--- config.mk ---
export PLATFORM = sky130hd
export DESIGN_NAME = triangle_max_path_sum_core
export DESIGN_NICKNAME = d
export VERILOG_FILES = /design/src/rtl/core/tmps_pkg.sv /design/src/rtl/core/tmps_cell.sv /design/src/rtl/core/tmps_best.sv /design/src/rtl/core/triangle_max_path_sum_core.sv
export SDC_FILE = /design/constraint.sdc
export NUM_CORES = 2
export LEC_CHECK = 0
export BUFFER_PORTS_ARGS = -buffer_cell sky130_fd_sc_hd__buf_2
export CORE_ASPECT_RATIO = 1.4
export CORE_MARGIN = 5
export CORE_UTILIZATION = 55
export CTS_CLUSTER_SIZE = 30
export DETAILED_ROUTE_END_ITERATION = 16
export MAX_ROUTING_LAYER = met4
export PLACE_DENSITY = 0.74
export SLEW_MARGIN = 30
export SYNTH_ARGS = -nofsm -noshare
export SYNTH_HDL_FRONTEND = slang
export SYNTH_SLANG_ARGS = --single-unit
--- constraint.sdc ---
create_clock -name clk -period 82.8 [get_ports clk]
set_clock_uncertainty 0.15 [all_clocks]
set_input_delay 8.28 -clock clk [delete_from_list [all_inputs] [get_ports clk]]
set_output_delay 8.28 -clock clk [all_outputs]
set_load 0.01 [all_outputs]
--- src/rtl/core/tmps_pkg.sv ---
// Shared types and constants for the triangle maximum path sum core.
// Used by tmps_cell, tmps_best and triangle_max_path_sum_core; no dependencies.
`default_nettype none

package tmps_pkg;

	localparam int unsigned ENTRY_W  = 16;
	localparam int unsigned SUM_W    = 22;
	localparam int unsigned ROWCNT_W = 7;

	localparam logic [ROWCNT_W-1:0] ROWCNT_RST = 7'd64;

	typedef logic signed [ENTRY_W-1:0] entry_t;
	typedef logic signed [SUM_W-1:0]   sum_t;

	localparam sum_t SUM_MIN = {1'b1, {(SUM_W-1){1'b0}}};
	localparam sum_t SUM_MAX = {1'b0, {(SUM_W-1){1'b1}}};

	typedef struct packed {
		sum_t sum;
		logic last_row;
		logic last_item;
	} step_t;

endpackage

`default_nettype wire

--- src/rtl/core/tmps_cell.sv ---
// One cell of the best-sum line: holds one path sum and passes it to its lower neighbour.
// Depends on tmps_pkg.
`default_nettype none

module tmps_cell #(
	parameter int unsigned CELL_IDX = 0,
	parameter int unsigned IDX_W    = 6
) (
	input  wire logic                  clk,
	input  wire logic                  shift_en,
	input  wire logic [IDX_W-1:0]      wr_idx,
	input  wire tmps_pkg::sum_t        wr_sum,
	input  wire tmps_pkg::sum_t        upper_sum,
	output tmps_pkg::sum_t             sum_q
);

	localparam logic [IDX_W-1:0] MY_IDX = IDX_W'(CELL_IDX);

	always_ff @(posedge clk) begin
		if (shift_en) begin
			if (wr_idx == MY_IDX) begin
				sum_q <= wr_sum;
			end else begin
				sum_q <= upper_sum;
			end
		end
	end

endmodule

`default_nettype wire

--- src/rtl/core/tmps_best.sv ---
// Running maximum over the last row and the output register of the result channel.
// Depends on tmps_pkg.
`default_nettype none

module tmps_best (
	input  wire logic          clk,
	input  wire logic          arst_n,
	input  wire logic          step_valid,
	input  wire tmps_pkg::step_t step,
	output logic               step_ready,
	output logic               res_valid,
	input  wire logic          res_ready,
	output tmps_pkg::sum_t     res_sum
);

	tmps_pkg::sum_t best_q;
	tmps_pkg::sum_t best_nxt;
	logic           take;

	assign step_ready = !(step.last_item && res_valid && !res_ready);
	assign take       = step_valid && step_ready;
	assign best_nxt   = (step.sum > best_q) ? step.sum : best_q;

	always_ff @(posedge clk or negedge arst_n) begin
		if (!arst_n) begin
			best_q    <= tmps_pkg::SUM_MIN;
			res_valid <= 1'b0;
		end else begin
			if (take && step.last_row && step.last_item) begin
				res_valid <= 1'b1;
			end else if (res_ready) begin
				res_valid <= 1'b0;
			end
			if (take && step.last_row) begin
				if (step.last_item) begin
					best_q <= tmps_pkg::SUM_MIN;
				end else begin
					best_q <= best_nxt;
				end
			end
		end
	end

	always_ff @(posedge clk) begin
		if (take && step.last_row && step.last_item) begin
			res_sum <= best_nxt;
		end
	end

endmodule

`default_nettype wire

--- src/rtl/core/triangle_max_path_sum_core.sv ---
// Top level of the triangle maximum path sum core.
// Depends on tmps_pkg, tmps_cell and tmps_best.
//
// Triangle entries arrive on the s_axis channel, one signed 16-bit entry per transfer,
// row by row and left to right; row r holds r entries and cfg_wr_data sets the row count.
// After the last entry of the last row, the largest top-to-bottom path sum leaves on the
// m_axis channel as one transfer, and the position counters return to the first row.
// The best sums of the previous row live in a chain of MAX_ROWS cells; each accepted entry
// shifts the chain by one place and writes its new sum at the cell given by the row
// index, so the parent above is always read from the first cell.
// One entry is taken every cycle while s_axis_tready is high. After the transfer of the
// final entry, the result passes the adder stage register, then the running maximum.
// The feedback loop is the parent select, add and line write through the first cell.
// Reset clears the counters, sets the row count to 64 and empties the result register.
// If the receiver stalls, entries keep flowing until a second result is ready; the
// s_axis channel then holds off until the waiting result has been taken.
// The user must make row count writes only while the core is idle; not enforced here.
`default_nettype none

module triangle_max_path_sum_core #(
	parameter int unsigned MAX_ROWS = 64
) (
	input  wire logic        clk,
	input  wire logic        arst_n,
	input  wire logic        cfg_wr_en,
	input  wire logic [6:0]  cfg_wr_data,   // row_count
	input  wire logic        s_axis_tvalid,
	output logic             s_axis_tready,
	input  wire logic [15:0] s_axis_tdata,  // entry_value
	output logic             m_axis_tvalid,
	input  wire logic        m_axis_tready,
	output logic [23:0]      m_axis_tdata   // max_path_sum, then zero padding
);

	localparam int unsigned IDX_W = (MAX_ROWS > 1) ? $clog2(MAX_ROWS) : 1;
	localparam int unsigned LW    = (IDX_W + 1 > 8) ? IDX_W + 1 : 8;

	logic [tmps_pkg::ROWCNT_W-1:0] row_count_q;
	logic [IDX_W-1:0]              row_q;
	logic [IDX_W-1:0]              col_q;
	tmps_pkg::sum_t                left_q;

	tmps_pkg::sum_t                cell_q [MAX_ROWS];

	logic                          acc;
	tmps_pkg::entry_t              entry;
	tmps_pkg::sum_t                above;
	tmps_pkg::sum_t                parent;
	logic signed [tmps_pkg::SUM_W:0] sum_wide;
	tmps_pkg::sum_t                sum;
	logic                          last_col;
	logic                          last_row;
	logic [LW-1:0]                 rows_ext;
	logic [LW-1:0]                 rows_cl;
	logic [LW-1:0]                 rows_m1;

	logic                          valid_s1;
	tmps_pkg::step_t               step_s1;
	logic                          step_ready;
	tmps_pkg::sum_t                res_sum;

	assign s_axis_tready = !valid_s1 || step_ready;
	assign acc           = s_axis_tvalid && s_axis_tready;
	assign entry         = s_axis_tdata;
	assign above         = cell_q[0];

	always_comb begin
		rows_ext = LW'(row_count_q);
		if (rows_ext == '0) begin
			rows_cl = LW'(1);
		end else if (rows_ext > LW'(MAX_ROWS)) begin
			rows_cl = LW'(MAX_ROWS);
		end else begin
			rows_cl = rows_ext;
		end
		rows_m1  = rows_cl - LW'(1);
		last_row = LW'(row_q) >= rows_m1;
		last_col = col_q == row_q;

		if (row_q == '0) begin
			parent = '0;
		end else if (col_q == '0) begin
			parent = above;
		end else if (last_col) begin
			parent = left_q;
		end else begin
			parent = (above > left_q) ? above : left_q;
		end

		sum_wide = (tmps_pkg::SUM_W + 1)'(entry) + (tmps_pkg::SUM_W + 1)'(parent);
		if (sum_wide > (tmps_pkg::SUM_W + 1)'(tmps_pkg::SUM_MAX)) begin
			sum = tmps_pkg::SUM_MAX;
		end else if (sum_wide < (tmps_pkg::SUM_W + 1)'(tmps_pkg::SUM_MIN)) begin
			sum = tmps_pkg::SUM_MIN;
		end else begin
			sum = sum_wide[tmps_pkg::SUM_W-1:0];
		end
	end

	always_ff @(posedge clk or negedge arst_n) begin
		if (!arst_n) begin
			row_count_q <= tmps_pkg::ROWCNT_RST;
			row_q       <= '0;
			col_q       <= '0;
			left_q      <= '0;
			valid_s1    <= 1'b0;
		end else begin
			if (cfg_wr_en) begin
				row_count_q <= cfg_wr_data;
			end
			if (acc) begin
				if (last_col) begin
					col_q  <= '0;
					left_q <= '0;
					if (last_row) begin
						row_q <= '0;
					end else begin
						row_q <= row_q + IDX_W'(1);
					end
				end else begin
					col_q  <= col_q + IDX_W'(1);
					left_q <= above;
				end
				valid_s1 <= 1'b1;
			end else if (step_ready) begin
				valid_s1 <= 1'b0;
			end
		end
	end

	always_ff @(posedge clk) begin
		if (acc) begin
			step_s1.sum       <= sum;
			step_s1.last_row  <= last_row;
			step_s1.last_item <= last_row && last_col;
		end
	end

	for (genvar i = 0; i < MAX_ROWS; i++) begin : g_cell
		tmps_pkg::sum_t upper;
		if (i == MAX_ROWS - 1) begin : g_end
			assign upper = cell_q[i];
		end else begin : g_mid
			assign upper = cell_q[i+1];
		end
		tmps_cell #(
			.CELL_IDX (i),
			.IDX_W    (IDX_W)
		) u_cell (
			.clk       (clk),
			.shift_en  (acc),
			.wr_idx    (row_q),
			.wr_sum    (sum),
			.upper_sum (upper),
			.sum_q     (cell_q[i])
		);
	end

	tmps_best u_best (
		.clk        (clk),
		.arst_n     (arst_n),
		.step_valid (valid_s1),
		.step       (step_s1),
		.step_ready (step_ready),
		.res_valid  (m_axis_tvalid),
		.res_ready  (m_axis_tready),
		.res_sum    (res_sum)
	);

	assign m_axis_tdata = {2'b00, res_sum};

endmodule

`default_nettype wire
Yosys cells after proc, flatten, opt, wreduce, memory -nomap -nowiden
Index checks and enable logic that the tools add are counted.
{"block": "word_totals", "out_inout_bits": 26, "input_bits": 28, "ff_bits": 1519, "elab_cells": 247}
{"block": "classes", "n_lt_le_gt_ge": 6, "n_addsub": 4, "n_reduce_logical": 17, "n_mux": 80, "n_eq_ne": 65}
{"op": "$mux W22", "n": 72}
{"op": "$eq A6 B6 Y1 const B", "n": 32}
{"op": "$eq A6 B5 Y1 const B", "n": 16}
{"op": "$eq A6 B4 Y1 const B", "n": 8}
{"op": "$gt A22 B22 Y1", "n": 2}
{"op": "$eq A6 B3 Y1 const B", "n": 4}
{"op": "$add A16 B22 Y23", "n": 1}
{"op": "$gt A23 B22 Y1 const B", "n": 1}
{"op": "$lt A23 B22 Y1 const B", "n": 1}
{"op": "$add A6 B1 Y6 const B", "n": 2}
{"op": "$eq A6 B2 Y1 const B", "n": 2}
{"op": "$logic_not A6 Y1", "n": 2}
{"op": "$mux W6", "n": 2}
{"op": "$ge A6 B8 Y1", "n": 1}
{"op": "$mux W8", "n": 1}
{"op": "$sub A8 B1 Y8 const B", "n": 1}
{"op": "$gt A7 B7 Y1 const B", "n": 1}
{"op": "$logic_and A1 B1 Y1", "n": 7}
{"op": "$logic_not A7 Y1", "n": 1}
{"op": "$mux W7", "n": 1}
{"op": "$eq A6 B1 Y1 const B", "n": 1}
{"op": "$eq A6 B6 Y1", "n": 1}
{"op": "$mux W1", "n": 4}
{"op": "$reduce_and A2 Y1", "n": 2}
{"op": "other kinds (4)", "n": 6}

Depth between registers and ports, before layout
{"block": "logic_depth", "word_depth": 10, "mapped_depth": 27, "depth_no_buf": 23}

By module
Synthesis repeated with hierarchy kept, for this count alone.
{"block": "hier_totals", "cells_unflattened": 3867, "area_unflattened_um2": 72184.2}
{"mod": "tmps_cell (g_cell[10].u_cell ...)", "cells_per_inst": 48, "n_inst": 12, "seq_area_each_um2": 660.6, "area_per_inst_um2": 1032.2}
{"mod": "tmps_cell (g_cell[21].u_cell ...)", "cells_per_inst": 48, "n_inst": 8, "seq_area_each_um2": 660.6, "area_per_inst_um2": 1038.5}
{"mod": "tmps_cell (g_cell[23].u_cell ...)", "cells_per_inst": 48, "n_inst": 8, "seq_area_each_um2": 660.6, "area_per_inst_um2": 952.2}
{"mod": "tmps_cell (g_cell[11].u_cell ...)", "cells_per_inst": 48, "n_inst": 6, "seq_area_each_um2": 660.6, "area_per_inst_um2": 970.9}
{"mod": "triangle_max_path_sum_core", "cells_per_inst": 558, "n_inst": 1, "seq_area_each_um2": 1773.0, "area_per_inst_um2": 5173.7}
{"mod": "tmps_cell (g_cell[53].u_cell ...)", "cells_per_inst": 49, "n_inst": 4, "seq_area_each_um2": 660.6, "area_per_inst_um2": 1051.0}
{"mod": "tmps_cell (g_cell[19].u_cell ...)", "cells_per_inst": 49, "n_inst": 4, "seq_area_each_um2": 660.6, "area_per_inst_um2": 1049.8}
{"mod": "tmps_cell (g_cell[16].u_cell ...)", "cells_per_inst": 48, "n_inst": 4, "seq_area_each_um2": 660.6, "area_per_inst_um2": 1029.7}
{"mod": "tmps_cell (g_cell[31].u_cell ...)", "cells_per_inst": 48, "n_inst": 4, "seq_area_each_um2": 660.6, "area_per_inst_um2": 949.7}
{"mod": "tmps_best", "cells_per_inst": 220, "n_inst": 1, "seq_area_each_um2": 1237.4, "area_per_inst_um2": 2567.5}
{"mod": "tmps_cell (g_cell[28].u_cell ...)", "cells_per_inst": 48, "n_inst": 2, "seq_area_each_um2": 660.6, "area_per_inst_um2": 1039.7}
{"mod": "tmps_cell (g_cell[1].u_cell ...)", "cells_per_inst": 49, "n_inst": 2, "seq_area_each_um2": 660.6, "area_per_inst_um2": 1031.0}
{"mod": "tmps_cell (g_cell[15].u_cell ...)", "cells_per_inst": 48, "n_inst": 2, "seq_area_each_um2": 660.6, "area_per_inst_um2": 953.4}
{"mod": "tmps_cell (g_cell[61].u_cell ...)", "cells_per_inst": 49, "n_inst": 2, "seq_area_each_um2": 660.6, "area_per_inst_um2": 949.7}
{"mod": "6 more rows"}

Least setup slack after synthesis
Ideal clock, no wire load.
{"block": "synth_timing", "path_kind": "input to register", "startpoint": "input port m_axis_tready", "endpoint": "register g_cell[0].u_cell.sum_q[0], enable pin", "path_buffers": 2, "path_slack_ps": 33274, "arrival_time_ps": 47051, "setup_time_ps": 2326, "t_required_ps": 80324, "path_stages": 5, "path_cell_list": "nand4b_1 -> nand2_1 -> inv_1 -> clkbuf_1 -> clkbuf_1"}
{"block": "synth_between", "elab_chain_len": 5}
{"element": "start: declaration", "line": "triangle_max_path_sum_core.sv:31", "text": "input wire logic m_axis_tready,"}
{"element": "$logic_not A1 Y1", "line": "tmps_best.sv:20", "text": "assign step_ready = !(step.last_item && res_valid && !res_ready);"}
{"element": "$logic_and A1 B1 Y1", "line": "tmps_best.sv:20"}
{"element": "$logic_not A1 Y1", "line": "tmps_best.sv:20"}
{"element": "$logic_or A1 B1 Y1", "line": "triangle_max_path_sum_core.sv:62", "text": "assign s_axis_tready = !valid_s1 || step_ready;"}
{"element": "$logic_and A1 B1 Y1", "line": "triangle_max_path_sum_core.sv:63", "text": "assign acc = s_axis_tvalid && s_axis_tready;"}
{"element": "via acc", "line": "triangle_max_path_sum_core.sv:45", "text": "logic acc;"}
{"element": "end signal: assignment", "line": "tmps_cell.sv:22", "text": "sum_q <= wr_sum;"}
{"element": "end signal: assignment", "line": "tmps_cell.sv:24", "text": "sum_q <= upper_sum;"}
{"element": "end: declaration", "line": "tmps_cell.sv:14", "text": "output tmps_pkg::sum_t sum_q"}
The timed path passes the listed nets, and every way through them passes these cells.
A chain may end at the register's enable or synchronous reset.

Worst setup path in the final report
{"block": "layout_timing", "startpoint": "input port m_axis_tready", "endpoint": "output port s_axis_tready"}
{"block": "layout_between", "elab_chain_len": 4}
{"element": "$logic_not A1 Y1", "line": "tmps_best.sv:20"}
{"element": "$logic_and A1 B1 Y1", "line": "tmps_best.sv:20"}
{"element": "$logic_not A1 Y1", "line": "tmps_best.sv:20"}
{"element": "$logic_or A1 B1 Y1", "line": "triangle_max_path_sum_core.sv:62"}
{"element": "end: declaration", "line": "triangle_max_path_sum_core.sv:28", "text": "output logic s_axis_tready,"}
Every way passes these cells.

==> impl_metrics.toml <==
[run_status]
status = "complete, no violations"

[route]
post_drt_via_cell_ratio = 5.787
drc_errors = 0
total_vias_in_the_final_route = 40930
drtPass1Iterations = 5
initialDrtViolationCount = 3414
average_routed_wire_per_standard_cell_microns = 17.86
drt_wl_total_microns = 126300
final_antenna_net_count = 0

[cts]
tritoncts = "built"
clkTransAtPathRegs_ps = 70
tritoncts.num_buffers = 141
cts.repair.resized = 0
htree_levels = 4
cts_max_path_buffers = 3
worstSkewPairLatency_ps = 750
cts.hold.buffers_added = 0
root_buffer = "sky130_fd_sc_hd__clkbuf_16"
cts_setup_buffers = 0
clock_sink_count = 1519

[sta]
report.final.hold_viol_count = 0
drv_slew = 0
grt_setup_unrepaired = "false"
tightestPinTransition_ps = 990.5
tns_ps = 0
worst_hold_slack_ps = 371.5
period_share_pct = 20.76
finalSetupViolations = 0
max_clock_freq_mhz = 58.18
finalWorstPathRequiredPeriod_ps = 17190
relSlewSlack_pct = 33.96

[synthesis]
synth_area_in_xor_xnor_pct = 0.3510
synth_area_in_compound_gates_pct = 13.40
synth_edf_count = 1454
synthCells = 5603
ys_ff_latch = 1519
async_reset_ff_share_pct = 4.279
synth_simple_gate_area_share_pct = 10.46
synth_top_family_by_area = "compound AO/OA/AOI/OAI gates"
yosys.cell_count.top_type = "sky130_fd_sc_hd__edfxtp_1"
ys_dominant_reg_cell = "sky130_fd_sc_hd__edfxtp_1"
synth_area_leaders = "sky130_fd_sc_hd__edfxtp_1 (67%), sky130_fd_sc_hd__a21oi_1 (8.1%), sky130_fd_sc_hd__nor2_1 (6.2%)"
synthTopCellsByCount = "sky130_fd_sc_hd__edfxtp_1 (1,454), sky130_fd_sc_hd__nor2_1 (1,063), sky130_fd_sc_hd__a21oi_1 (1,050), sky130_fd_sc_hd__nand2_1 (539), sky130_fd_sc_hd__clkbuf_1 (300)"
synth-adder-area-share_pct = 1.554
post_synth.cell_area_avg_sq_um = 11.58
post-synth-top-area-cell = "sky130_fd_sc_hd__edfxtp_1"
post-synth-top-area-fraction_pct = 67.30
synth_warnings = 0
muxShareOfSynthArea_pct = 0.8370
yosysSeqAreaShare_pct = 69.81
synth.cell_area_sq_mm = 0.06488
post_synth_num_cell_types = 70

[global_routing]
first_global_vias = 40100
grt_pass1_wl_microns = 205900
gr-usage-all-layers_pct = 20.57
antenna_violations_before_repair = 1
maximum_number_of_pins_on_one_net_before_global_route_repair = 177
grt_remaining_overflow = 0

[worst_hold_path]
min_from = "g_cell[36].u_cell.sum_q[16]"
hold_depth = 2
min_delay_worst_endpoint = "g_cell[35].u_cell.sum_q[16]"
min_path_type = "flop to flop"

[critical_path]
r2r_end = "g_cell[49].u_cell.sum_q[19]"
timing.critical_path.mode_cell = "sky130_fd_sc_hd__buf_2"
critical_path_endpoint_category = "primary output"
regToRegStartpoint = "g_cell[0].u_cell.sum_q[3]"
crit_type = "primary input to primary output"
critPathSlowestCell = "sky130_fd_sc_hd__nand4b_1"
critPathLaunchType = "primary input"
crit_path_cell_trace = "buf_2, nand4b_1, buf_2"
crit_path_max_incr_delay_ps = 200
crit_path_max_fanout = 3
timing.critical_path.arrival_ps = 8760
r2r_slack_ps = 75870
critPathRequiredTime_ps = 74370
worstRegToRegCells = 24

[flow_run]
drv_cap = 0

[finish]
antenna_cells = 0
flow.area_growth_from_synthesis_pct = 8.866
layout-drive-gt1-share_pct = 8.267
num-nets-final = 5561
final_cell_area_sq_mm = 0.07063
final_core_util_pct = 60.13

[place]
dp_hpwl_microns = 72700
postPlaceCellArea_sq_mm = 0.06613
port_buffers = 51
gpl.final_weighted_congestion = 0.8659

[floorplanning]
core.rowCount = 149
starting_density_of_the_core_pct = 55.24
dieArea_sq_mm = 0.1250
chipHeight_microns = 416.4
floorplan.core_area_sq_mm = 0.1175
top_level_ports = 54
floorplan.die.width_microns = 300.3
==> state kept, by name, indices dropped and copies added (netlist names) <==
register,flops
left_q,22
g_cell.u_cell.sum_q,1408
u_best.res_sum,22
row_count_q,7
col_q,6
u_best.best_q,22
row_q,6
step_s1,24
valid_s1,1
u_best.res_valid,1
==> kinds of logic (layout without fill, tap and decap cells) <==
family,Yosys count,after routing
AO/OA/AOI/OAI,1659,1659
XOR/XNOR,26,26
adder cells (fa/ha/maj),80,80
buffers and inverters,549,509
flip-flops,1519,1519
multiplexers,53,53
other,1,2
AND/OR/NAND/NOR,1716,1716
==> through the flow <==
stage | instances | setup WS [ps]
3_5_place_dp | 6819 | 65620
4_1_cts | 7073 | 65610
5_1_grt | 7074 | 65550
6_report | 7074 | 65610
2_1_floorplan | 5604 | 33270
3_3_place_gp | 6817 | 65580
==> per-layer routing <==
layer,vias up,track usage (%),wire length (microns)
met5,-,-,0
met4,0,5.789,3122
met3,209,2.888,5175
met2,777,35.98,66980
met1,20270,25.22,51040
li1,19670,-,-
==> critical path: cells and delay by family <==
family | cells | cell delay (ps)
buf+inv | 2 | 270
simple gates | 1 | 200
==> cell usage in the layout (no fill, tap or decap), drive strengths merged, types with 7 or more instances in the layout <==
cell / instances
buf: 158
clkinv: 51
nand4: 14
nor2: 1074
xnor2: 15
nor3: 9
mux2i: 43
a21o: 32
nand2b: 13
ha: 79
xor2: 11
o21ai: 476
a211oi: 12
a31oi: 20
nand2: 541
nand3: 17
dfrtp: 63
a21oi: 1052
edfxtp: 1454
o211ai: 10
o22ai: 24
mux2: 10
nor2b: 14
bufinv: 10
inv: 103
clkbuf: 180
clkinvlp: 7
and3: 8
==> worst max path at each step <==
stage / from / endpoint / slack (ps) / depth (start not counted)
6_report: m_axis_tready / s_axis_tready / 65610 / 3
5_1_grt: m_axis_tready / s_axis_tready / 65550 / 3
4_1_cts: m_axis_tready / s_axis_tready / 65610 / 3
3_5_place_dp: m_axis_tready / s_axis_tready / 65620 / 3
3_3_place_gp: m_axis_tready / s_axis_tready / 65580 / 3
2_1_floorplan: m_axis_tready / g_cell[0].u_cell.sum_q[0] / 33270 / 5
==> final cells by class <==
cell class / count / area [sq um]
Fill cell: 9112 / 46820
Sequential cell: 1519 / 45290
Multi-Input combinational cell: 3536 / 17490
Clock buffer: 180 / 3791
Tap cell: 1510 / 1889
Timing Repair Buffer: 158 / 1137
Clock inverter: 74 / 656.9
Inverter: 97 / 376.6
Power is left out: the tool's default activity adds up to more than one toggle a clock period on the data nets, which glitch-free logic cannot reach.
